==> config.mk <==
export PLATFORM = sky130hd
export DESIGN_NAME = grid_bfs_reach_direction_core
export DESIGN_NICKNAME = d
export VERILOG_FILES = /design/src/rtl/gbrd_pkg.sv /design/src/rtl/grid_bfs_reach_direction_core.sv /design/src/rtl/gbrd_ram.sv /design/src/rtl/gbrd_ctrl.sv /design/src/rtl/gbrd_dp.sv
export SDC_FILE = /design/constraint.sdc
export NUM_CORES = 2
export LEC_CHECK = 0
export CAP_MARGIN = 20
export CORE_AREA = 2 2 548 550
export DETAILED_ROUTE_END_ITERATION = 7
export DIE_AREA = 0 0 550 552
export DONT_BUFFER_PORTS = 1
export PLACE_DENSITY = 0.58
export SLEW_MARGIN = 10
export SYNTH_ARGS = -nofsm -noshare
export SYNTH_HDL_FRONTEND = slang
export SYNTH_SLANG_ARGS = --single-unit
==> constraint.sdc <==
create_clock -name clk -period 16.4 [get_ports clk]
set_input_delay 0.82 -clock clk [delete_from_list [all_inputs] [get_ports clk]]
set_output_delay 0.82 -clock clk [all_outputs]
set_load 0.005 [all_outputs]
==> src/rtl/gbrd_pkg.sv <==
package gbrd_pkg;

	localparam int MAX_ROWS   = 16;
	localparam int MAX_COLS   = 16;
	localparam int CELLS      = MAX_ROWS * MAX_COLS;
	localparam int CELL_W     = $clog2(CELLS);
	localparam int QCNT_W     = $clog2(CELLS + 1);
	localparam int ROW_W      = $clog2(MAX_ROWS);
	localparam int COL_W      = $clog2(MAX_COLS);
	localparam int QW         = ROW_W + COL_W;
	localparam int DIM_W      = $clog2((MAX_ROWS > MAX_COLS ? MAX_ROWS : MAX_COLS) + 1);
	localparam int CFG_POS_W  = 4;
	localparam int CFG_DIM_W  = 5;
	localparam int CMP_W      = (DIM_W > CFG_DIM_W) ? DIM_W : CFG_DIM_W;
	localparam int LIN_W      = ROW_W + DIM_W;
	localparam int CFG_IDX_W  = 3;
	localparam int CFG_DATA_W = 5;

	localparam logic [CFG_IDX_W-1:0] REG_START_ROW  = 3'd0;
	localparam logic [CFG_IDX_W-1:0] REG_START_COL  = 3'd1;
	localparam logic [CFG_IDX_W-1:0] REG_TARGET_ROW = 3'd2;
	localparam logic [CFG_IDX_W-1:0] REG_TARGET_COL = 3'd3;
	localparam logic [CFG_IDX_W-1:0] REG_ROWS_USED  = 3'd4;
	localparam logic [CFG_IDX_W-1:0] REG_COLS_USED  = 3'd5;

	typedef enum logic [2:0] {
		DIR_NONE  = 3'd0,
		DIR_DOWN  = 3'd1,
		DIR_UP    = 3'd2,
		DIR_RIGHT = 3'd3,
		DIR_LEFT  = 3'd4
	} entry_dir_t;

	typedef enum logic [1:0] {
		MOVE_UP    = 2'd0,
		MOVE_DOWN  = 2'd1,
		MOVE_LEFT  = 2'd2,
		MOVE_RIGHT = 2'd3
	} move_t;

	typedef struct packed {
		logic wall_bit;
		logic last_cell;
	} cell_t;

	typedef struct packed {
		logic       reachable;
		entry_dir_t entry_dir;
	} result_t;

	typedef struct packed {
		logic load_wr;
		logic init;
		logic pop;
		logic cap;
		logic wreq;
		logic wchk;
		logic fin;
	} cmd_t;

	typedef struct packed {
		logic q_empty;
		logic start_oob;
		logic nb_oob;
		logic last_dir;
	} stat_t;

	// 0 acts as 1, larger than the grid saturates
	function automatic logic [DIM_W-1:0] clamp_dim(logic [CFG_DIM_W-1:0] v,
			logic [DIM_W-1:0] hi);
		logic [CMP_W-1:0] ve;
		logic [CMP_W-1:0] he;
		ve = CMP_W'(v);
		he = CMP_W'(hi);
		if (ve == '0)
			return DIM_W'(1);
		if (ve > he)
			return hi;
		return DIM_W'(ve);
	endfunction

	function automatic logic [CELL_W-1:0] lin_idx(logic [ROW_W-1:0] r,
			logic [COL_W-1:0] c, logic [DIM_W-1:0] nc);
		logic [LIN_W-1:0] p;
		p = LIN_W'(r) * LIN_W'(nc);
		return CELL_W'(p + LIN_W'(c));
	endfunction

	function automatic entry_dir_t dir_code(move_t m);
		entry_dir_t d;
		case (m)
			MOVE_UP:    d = DIR_UP;
			MOVE_DOWN:  d = DIR_DOWN;
			MOVE_LEFT:  d = DIR_LEFT;
			MOVE_RIGHT: d = DIR_RIGHT;
			default:    d = DIR_NONE;
		endcase
		return d;
	endfunction

endpackage

==> src/rtl/grid_bfs_reach_direction_core.sv <==
// channel   | handshake                  | payload
// ----------+----------------------------+--------------------------------------
// map_cell  | start & !busy              | cell_t: wall_bit, last_cell
// result    | done (one-cycle strobe)    | result_t: reachable, entry_dir
// config    | cfg_valid & cfg_ready      | cfg_index, cfg_data
//
// A map cell with last_cell low leaves busy low, so cells stream at one a cycle.
// The last cell starts the search: each dequeued cell probes its neighbors in turn, an in-bounds
// probe with a wall-RAM read and a check, an out-of-bounds one without the check.
// Reset: asynchronous, active low; the visited map is a flop vector cleared at once, no sweep.
// The result is shown for the single cycle of done; the receiver cannot stall.
module grid_bfs_reach_direction_core (
	input  logic                             clk,
	input  logic                             arst_n,
	input  logic                             start,
	output logic                             busy,
	input  gbrd_pkg::cell_t                  map_cell,
	output logic                             done,
	output gbrd_pkg::result_t                result,
	input  logic                             cfg_valid,
	output logic                             cfg_ready,
	input  logic [gbrd_pkg::CFG_IDX_W-1:0]   cfg_index,
	input  logic [gbrd_pkg::CFG_DATA_W-1:0]  cfg_data
);

	gbrd_pkg::cmd_t  cmd;
	gbrd_pkg::stat_t stat;

	// the user must issue config transfers only while idle; the block does not enforce this
	assign cfg_ready = 1'b1;

	gbrd_ctrl u_ctrl (
		.clk      (clk),
		.arst_n   (arst_n),
		.start    (start),
		.map_cell (map_cell),
		.stat     (stat),
		.cmd      (cmd),
		.busy     (busy),
		.done     (done)
	);

	gbrd_dp u_dp (
		.clk       (clk),
		.arst_n    (arst_n),
		.cmd       (cmd),
		.map_cell  (map_cell),
		.cfg_valid (cfg_valid),
		.cfg_index (cfg_index),
		.cfg_data  (cfg_data),
		.stat      (stat),
		.result    (result)
	);

endmodule

==> src/rtl/gbrd_ram.sv <==
module gbrd_ram #(
	parameter int WIDTH = 1,
	parameter int DEPTH = 256
) (
	input  logic                     clk,
	input  logic                     we,
	input  logic [$clog2(DEPTH)-1:0] waddr,
	input  logic [WIDTH-1:0]         wdata,
	input  logic                     re,
	input  logic [$clog2(DEPTH)-1:0] raddr,
	output logic [WIDTH-1:0]         rdata
);

	logic [WIDTH-1:0] mem [DEPTH];

	always_ff @(posedge clk) begin
		if (we)
			mem[waddr] <= wdata;
		if (re)
			rdata <= mem[raddr];
	end

endmodule

==> src/rtl/gbrd_ctrl.sv <==
module gbrd_ctrl (
	input  logic            clk,
	input  logic            arst_n,
	input  logic            start,
	input  gbrd_pkg::cell_t map_cell,
	input  gbrd_pkg::stat_t stat,
	output gbrd_pkg::cmd_t  cmd,
	output logic            busy,
	output logic            done
);

	typedef enum logic [7:0] {
		S_IDLE = 8'b0000_0001,
		S_INIT = 8'b0000_0010,
		S_POP  = 8'b0000_0100,
		S_LOAD = 8'b0000_1000,
		S_WREQ = 8'b0001_0000,
		S_WCHK = 8'b0010_0000,
		S_FIN  = 8'b0100_0000,
		S_RES  = 8'b1000_0000
	} state_t;

	state_t state_q;
	state_t state_d;
	logic   accept;

	assign busy   = (state_q != S_IDLE);
	assign done   = (state_q == S_RES);
	assign accept = start && !busy;

	always_comb begin
		state_d = state_q;
		case (state_q)
			S_IDLE: begin
				if (accept && map_cell.last_cell)
					state_d = S_INIT;
			end
			S_INIT: begin
				state_d = stat.start_oob ? S_FIN : S_POP;
			end
			S_POP: begin
				state_d = stat.q_empty ? S_FIN : S_LOAD;
			end
			S_LOAD: begin
				state_d = S_WREQ;
			end
			S_WREQ: begin
				if (!stat.nb_oob)
					state_d = S_WCHK;
				else if (stat.last_dir)
					state_d = S_POP;
			end
			S_WCHK: begin
				state_d = stat.last_dir ? S_POP : S_WREQ;
			end
			S_FIN: begin
				state_d = S_RES;
			end
			S_RES: begin
				state_d = S_IDLE;
			end
			default: begin
				state_d = S_IDLE;
			end
		endcase
	end

	always_comb begin
		cmd         = '0;
		cmd.load_wr = (state_q == S_IDLE) && accept;
		cmd.init    = (state_q == S_INIT);
		cmd.pop     = (state_q == S_POP) && !stat.q_empty;
		cmd.cap     = (state_q == S_LOAD);
		cmd.wreq    = (state_q == S_WREQ);
		cmd.wchk    = (state_q == S_WCHK);
		cmd.fin     = (state_q == S_FIN);
	end

	always_ff @(posedge clk or negedge arst_n) begin
		if (!arst_n)
			state_q <= S_IDLE;
		else
			state_q <= state_d;
	end

	a_done_single: assert property (@(posedge clk) disable iff (!arst_n)
		done |=> !done)
		else $error("result strobe held for more than one cycle");

	a_last_starts_search: assert property (@(posedge clk) disable iff (!arst_n)
		(accept && map_cell.last_cell) |=> (busy && !done))
		else $error("last cell transfer did not start a search");

endmodule

==> src/rtl/gbrd_dp.sv <==
module gbrd_dp (
	input  logic                                clk,
	input  logic                                arst_n,
	input  gbrd_pkg::cmd_t                      cmd,
	input  gbrd_pkg::cell_t                     map_cell,
	input  logic                                cfg_valid,
	input  logic [gbrd_pkg::CFG_IDX_W-1:0]      cfg_index,
	input  logic [gbrd_pkg::CFG_DATA_W-1:0]     cfg_data,
	output gbrd_pkg::stat_t                     stat,
	output gbrd_pkg::result_t                   result
);

	logic [gbrd_pkg::CFG_POS_W-1:0] start_row_q, start_col_q, target_row_q, target_col_q;
	logic [gbrd_pkg::CFG_DIM_W-1:0] rows_used_q, cols_used_q;

	logic [gbrd_pkg::DIM_W-1:0]  nr, nc;
	logic [gbrd_pkg::CELL_W-1:0] load_idx_q;
	logic [gbrd_pkg::CELLS-1:0]  visited_q;
	logic [gbrd_pkg::CELLS-1:0]  start_mask;
	logic [gbrd_pkg::QCNT_W-1:0] head_q, tail_q;

	logic [gbrd_pkg::ROW_W-1:0]  cur_row_q, nb_row, nb_row_q;
	logic [gbrd_pkg::COL_W-1:0]  cur_col_q, nb_col, nb_col_q;
	gbrd_pkg::move_t             dir_q;
	logic                        nb_oob;
	logic [gbrd_pkg::CELL_W-1:0] nb_lin, nb_lin_q;

	logic                        start_oob, target_oob;
	logic [gbrd_pkg::ROW_W-1:0]  start_r, target_r;
	logic [gbrd_pkg::COL_W-1:0]  start_c, target_c;
	logic [gbrd_pkg::CELL_W-1:0] start_lin, target_lin;

	logic                        wall_rdata;
	logic [1:0]                  par_rdata;
	logic [gbrd_pkg::QW-1:0]     q_rdata, q_wdata;
	logic [gbrd_pkg::CELL_W-1:0] q_waddr;
	logic                        q_we, take;
	logic                        reach_q, same_q;

	assign nr = gbrd_pkg::clamp_dim(rows_used_q, gbrd_pkg::DIM_W'(gbrd_pkg::MAX_ROWS));
	assign nc = gbrd_pkg::clamp_dim(cols_used_q, gbrd_pkg::DIM_W'(gbrd_pkg::MAX_COLS));

	assign start_oob  = (gbrd_pkg::CMP_W'(start_row_q) >= gbrd_pkg::CMP_W'(nr))
		|| (gbrd_pkg::CMP_W'(start_col_q) >= gbrd_pkg::CMP_W'(nc));
	assign target_oob = (gbrd_pkg::CMP_W'(target_row_q) >= gbrd_pkg::CMP_W'(nr))
		|| (gbrd_pkg::CMP_W'(target_col_q) >= gbrd_pkg::CMP_W'(nc));
	assign start_r    = gbrd_pkg::ROW_W'(start_row_q);
	assign start_c    = gbrd_pkg::COL_W'(start_col_q);
	assign target_r   = gbrd_pkg::ROW_W'(target_row_q);
	assign target_c   = gbrd_pkg::COL_W'(target_col_q);
	assign start_lin  = start_oob ? '0 : gbrd_pkg::lin_idx(start_r, start_c, nc);
	assign target_lin = target_oob ? '0 : gbrd_pkg::lin_idx(target_r, target_c, nc);

	// fresh visited map for a search: only the start cell, if it is on the grid
	always_comb begin
		start_mask            = '0;
		start_mask[start_lin] = !start_oob;
	end

	// neighbor of the cell being expanded, in the move order up, down, left, right
	always_comb begin
		nb_row = cur_row_q;
		nb_col = cur_col_q;
		nb_oob = 1'b0;
		case (dir_q)
			gbrd_pkg::MOVE_UP: begin
				nb_oob = (cur_row_q == '0);
				nb_row = cur_row_q - gbrd_pkg::ROW_W'(1);
			end
			gbrd_pkg::MOVE_DOWN: begin
				nb_oob = (gbrd_pkg::CMP_W'(cur_row_q) + gbrd_pkg::CMP_W'(1))
					>= gbrd_pkg::CMP_W'(nr);
				nb_row = cur_row_q + gbrd_pkg::ROW_W'(1);
			end
			gbrd_pkg::MOVE_LEFT: begin
				nb_oob = (cur_col_q == '0);
				nb_col = cur_col_q - gbrd_pkg::COL_W'(1);
			end
			gbrd_pkg::MOVE_RIGHT: begin
				nb_oob = (gbrd_pkg::CMP_W'(cur_col_q) + gbrd_pkg::CMP_W'(1))
					>= gbrd_pkg::CMP_W'(nc);
				nb_col = cur_col_q + gbrd_pkg::COL_W'(1);
			end
			default: begin
				nb_oob = 1'b1;
			end
		endcase
		nb_lin = nb_oob ? '0 : gbrd_pkg::lin_idx(nb_row, nb_col, nc);
	end

	assign take = cmd.wchk && !wall_rdata && !visited_q[nb_lin_q];

	always_comb begin
		q_we    = 1'b0;
		q_waddr = tail_q[gbrd_pkg::CELL_W-1:0];
		q_wdata = {nb_row_q, nb_col_q};
		if (cmd.init) begin
			q_we    = !start_oob;
			q_waddr = '0;
			q_wdata = {start_r, start_c};
		end else if (take && (tail_q < gbrd_pkg::QCNT_W'(gbrd_pkg::CELLS))) begin
			q_we = 1'b1;
		end
	end

	assign stat.q_empty   = (head_q == tail_q);
	assign stat.start_oob = start_oob;
	assign stat.nb_oob    = nb_oob;
	assign stat.last_dir  = (dir_q == gbrd_pkg::MOVE_RIGHT);

	assign result.reachable = reach_q;
	assign result.entry_dir = (reach_q && !same_q)
		? gbrd_pkg::dir_code(gbrd_pkg::move_t'(par_rdata)) : gbrd_pkg::DIR_NONE;

	always_ff @(posedge clk or negedge arst_n) begin
		if (!arst_n) begin
			start_row_q  <= 4'd1;
			start_col_q  <= 4'd1;
			target_row_q <= 4'd8;
			target_col_q <= 4'd8;
			rows_used_q  <= 5'd10;
			cols_used_q  <= 5'd10;
		end else if (cfg_valid) begin
			case (cfg_index)
				gbrd_pkg::REG_START_ROW:  start_row_q  <= cfg_data[gbrd_pkg::CFG_POS_W-1:0];
				gbrd_pkg::REG_START_COL:  start_col_q  <= cfg_data[gbrd_pkg::CFG_POS_W-1:0];
				gbrd_pkg::REG_TARGET_ROW: target_row_q <= cfg_data[gbrd_pkg::CFG_POS_W-1:0];
				gbrd_pkg::REG_TARGET_COL: target_col_q <= cfg_data[gbrd_pkg::CFG_POS_W-1:0];
				gbrd_pkg::REG_ROWS_USED:  rows_used_q  <= cfg_data;
				gbrd_pkg::REG_COLS_USED:  cols_used_q  <= cfg_data;
				default: ;
			endcase
		end
	end

	always_ff @(posedge clk or negedge arst_n) begin
		if (!arst_n) begin
			load_idx_q <= '0;
			visited_q  <= '0;
			head_q     <= '0;
			tail_q     <= '0;
			dir_q      <= gbrd_pkg::MOVE_UP;
		end else begin
			if (cmd.load_wr) begin
				if (map_cell.last_cell
						|| (load_idx_q == gbrd_pkg::CELL_W'(gbrd_pkg::CELLS - 1)))
					load_idx_q <= '0;
				else
					load_idx_q <= load_idx_q + gbrd_pkg::CELL_W'(1);
			end
			if (cmd.init) begin
				visited_q <= start_mask;
				head_q    <= '0;
				tail_q    <= start_oob ? '0 : gbrd_pkg::QCNT_W'(1);
			end
			if (cmd.pop)
				head_q <= head_q + gbrd_pkg::QCNT_W'(1);
			if (cmd.cap)
				dir_q <= gbrd_pkg::MOVE_UP;
			if ((cmd.wreq && nb_oob) || cmd.wchk)
				dir_q <= gbrd_pkg::move_t'(dir_q + 2'd1);
			if (take) begin
				visited_q[nb_lin_q] <= 1'b1;
				if (tail_q < gbrd_pkg::QCNT_W'(gbrd_pkg::CELLS))
					tail_q <= tail_q + gbrd_pkg::QCNT_W'(1);
			end
		end
	end

	always_ff @(posedge clk) begin
		if (cmd.cap) begin
			cur_row_q <= q_rdata[gbrd_pkg::QW-1:gbrd_pkg::COL_W];
			cur_col_q <= q_rdata[gbrd_pkg::COL_W-1:0];
		end
		if (cmd.wreq) begin
			nb_row_q <= nb_row;
			nb_col_q <= nb_col;
			nb_lin_q <= nb_lin;
		end
		if (cmd.fin) begin
			reach_q <= !target_oob && visited_q[target_lin];
			same_q  <= (target_row_q == start_row_q) && (target_col_q == start_col_q);
		end
	end

	gbrd_ram #(.WIDTH(1), .DEPTH(gbrd_pkg::CELLS)) u_wall (
		.clk   (clk),
		.we    (cmd.load_wr),
		.waddr (load_idx_q),
		.wdata (map_cell.wall_bit),
		.re    (cmd.wreq),
		.raddr (nb_lin),
		.rdata (wall_rdata)
	);

	gbrd_ram #(.WIDTH(2), .DEPTH(gbrd_pkg::CELLS)) u_parent (
		.clk   (clk),
		.we    (take),
		.waddr (nb_lin_q),
		.wdata (dir_q),
		.re    (cmd.fin),
		.raddr (target_lin),
		.rdata (par_rdata)
	);

	gbrd_ram #(.WIDTH(gbrd_pkg::QW), .DEPTH(gbrd_pkg::CELLS)) u_queue (
		.clk   (clk),
		.we    (q_we),
		.waddr (q_waddr),
		.wdata (q_wdata),
		.re    (cmd.pop),
		.raddr (head_q[gbrd_pkg::CELL_W-1:0]),
		.rdata (q_rdata)
	);

	a_tail_bound: assert property (@(posedge clk) disable iff (!arst_n)
		tail_q <= gbrd_pkg::QCNT_W'(gbrd_pkg::CELLS))
		else $error("queue tail past capacity");

	a_head_le_tail: assert property (@(posedge clk) disable iff (!arst_n)
		head_q <= tail_q)
		else $error("queue head passed tail");

	a_init_one_visited: assert property (@(posedge clk) disable iff (!arst_n)
		(cmd.init && !start_oob) |=> ($countones(visited_q) == 1))
		else $error("visited map not reduced to the start cell");

endmodule

==> results.yml <==
run_status:
  status: "finished, final reports clean"
sta:
  hold_ws_ns: 0.0554
  slew_violations: 0
  fmax_ghz: 0.124
  finalCritPeriodShare_pct: 49.2
  rsz0062_at_grt: "false"
  setup_viol: 0
  fin_ws_ns: 8.33
  post-route-min-period_ns: 8.07
  relSlewSlack_pct: 5.61
  worstMarginPinSlew_ns: 1.41
  tns_ns: 0
  hold_viol: 0
  clock_skew_ns: 0.0826
synthesis:
  syn_area_mm2: 0.134
  synth.avg_cell_area_um2: 17.3
  async_flop_share_pct: 10.0
  synth_ff_type: "edfxtp_1"
  synthAdderAreaFrac_pct: 1.33
  muxShareOfSynthArea_pct: 15.5
  synth_simple_gate_area_share_pct: 5.24
  ys_seq_area_share_pct: 70.1
  syn_inst: 7703
  synth_top_family_by_area: "multiplexers"
  yosys_warnings: 0
  synth-edff-count: 2853
  synth_xor_area_share_pct: 0.380
  syn_nets: 7843
  ys_seq_elements: 3171
  synth_cell_types: 85
  synth-compound-area-share_pct: 5.44
critical_path:
  cp.required_ns: 17.14
  crit_type: "reg2reg"
  endpoint_kind: "flip-flop"
  worstSetupStartpointType: "flip-flop"
  rr_worst_depth: 19
  reg2reg_slack_ns: 8.33
  reg2reg_to: "u_dp.reach_q"
  critPathMaxFanout: 63
  worstPathArrival_ns: 8.81
  r2r-start: "u_dp.cols_used_q[4]"
placement:
  numPortBuffers: 0
  place.gp.congestion: 0.972
  place_area_mm2: 0.138
  dp_hpwl_um: 241000
  post-place-ws_ns: 8.80
  dp_cells: 11300
final_layout:
  multiInputGateArea_mm2: 0.0376
  final_common_cell: "edfxtp_1"
  final_layout_size_suffix_gt1_share_pct: 21.3
  area_growth_pct: 12.1
  design_area_mm2: 0.150
  fillers: 24500
  register_area_mm2: 0.0937
  nets: 7842
  layout_common_cells: "edfxtp_1, nor2_1, mux4_2"
  finalNonFillerCells: 12000
  final_util_pct: 50.2
die:
  die_width_um: 550
  ios: 21
  coreArea_mm2: 0.298
  start_util_pct: 44.8
  die_area_mm2: 0.304
  die_height_um: 552
  rows: 201
global_route:
  grt_pass1_vias: 75300
  antenna_found_initial: 24
  grt_max_degree: 310
  grt_pass1_wl_um: 560000
  grt_use_total_pct: 25.5
  overflow: 0
worst_hold_path:
  min_path_type: "in2reg"
  holdPathEnd: "u_dp.cols_used_q[4]"
  worstHoldStart: "cfg_data[4]"
  min_path_cells: 1
pwr:
  power_density_mw_per_mm2: 145
  p_leak_nw: 46.4
  power_mw: 21.7
  vdd_drop_max_mv: 0.156
clock_network:
  path_clk_slew_ns: 0.06
  cts_made_buffers: 336
  htree_levels: 5
  cts_tree: "yes"
  clockBufferDepth: 4
  cts_setup_buffers: 0
  clock-sinks: 3171
  cts_root_buffer: "clkbuf_16"
  insertion_delay_ns: 0.95
  cts_resized: 0
route:
  postRouteAntennaNets: 0
  drt_pass1_iterations: 6
  routed-via-count: 76600
  drt_iter0_drc: 10600
  wl_per_cell_um: 32.8
  vias_per_cell: 6.41
  wl_um: 392000
  drc_errors: 0
flow_run:
  drv_cap: 0
how the worst max path moves through the flow:
stage | from | slack, ns | end
floorplan | u_ctrl.state_q[3] | 2.39 | u_dp.u_queue.mem[0][0]
global placement | u_dp.cols_used_q[4] | 9.11 | u_dp.reach_q
detailed placement | u_dp.cols_used_q[4] | 8.80 | u_dp.reach_q
CTS | u_dp.cols_used_q[4] | 8.76 | u_dp.reach_q
global route | u_dp.cols_used_q[4] | 8.29 | u_dp.reach_q
finish | u_dp.cols_used_q[4] | 8.33 | u_dp.reach_q
layout make-up:
class,count,share of cell area (%)
flip-flops and latches,3171,62.6
multi-input cells,3873,25.1
clock buffers,436,6.04
well taps,3958,3.31
repair buffers,228,1.35
clock inverters,184,1.33
inverters,92,0.231
diodes,8,0.0134
cell usage after synthesis (89+ instances only):
library cell / count / area, µm²
a22oi_1: 97 / 728
mux2_2: 98 / 1100
o21ai_0: 251 / 1260
a221o_1: 189 / 1890
inv_1: 90 / 338
buf_1: 104 / 390
mux4_2: 800 / 18000
clkbuf_1: 418 / 1570
nor2_1: 905 / 3400
a21oi_1: 126 / 631
ha_1: 100 / 1250
dfrtp_1: 309 / 7730
nand3_1: 89 / 445
mux2i_1: 157 / 1570
nand2_1: 304 / 1140
edfxtp_1: 2853 / 85700
metal layers:
metal	GRT usage [%]	wire, µm	up-vias
met1	37.3	162000	40400
met2	37.4	175000	4314
met5	0	41	-
met4	8.04	14300	6
met3	6.52	40800	897
li1	-	-	31000
cells by family after synthesis:
group | after synthesis
and+or+nand+nor | 1622
buffers and inverters | 659
other | 1
adders and majority gates | 126
AOI/OAI and AO/OA | 1011
DFF | 3171
xor gates and xnor gates | 58
muxes | 1055
power by group:
part | internal [mW] | switching [mW] | leakage [nW]
clock network | 4.46 | 3.23 | 5.38
logic | 1.68 | 3.31 | 12.0
registers | 8.92 | 0.0758 | 29.0
worst max-delay path, stage by stage (launching register included):
cell and delay (ns):
dfrtp_1 0.36, buf_4 0.20, nor2b_1 0.67, inv_1 0.35, nor2_1 0.22, ha_1 0.25, ha_1 0.28, ha_2 0.17
inv_1 0.06, fa_4 1.14, buf_4 0.71, inv_1 0.56, nor2_1 0.55, nand2_1 0.18, nor3_2 0.19, buf_4 0.43
a221oi_1 0.14, a2111oi_0 0.99, o31ai_1 0.19, o32ai_1 0.17
timing repair:
item	CTS	global route
hold buffers	6	1
hold endpoints to repair	312	80
endpoints found under the setup margin	0	0
registers in the layout, summed over array words and instances (netlist names), 8 cells and up:
name                flops
u_dp.u_parent.mem     512
u_dp.nb_lin_q           8
u_dp.load_idx_q         8
u_dp.u_wall.mem       256
u_dp.visited_q        256
u_dp.tail_q             9
u_dp.u_queue.rdata      8
u_ctrl.state_q          8
u_dp.u_queue.mem     2048
u_dp.head_q             9
(Power assumes the default switching activity.)
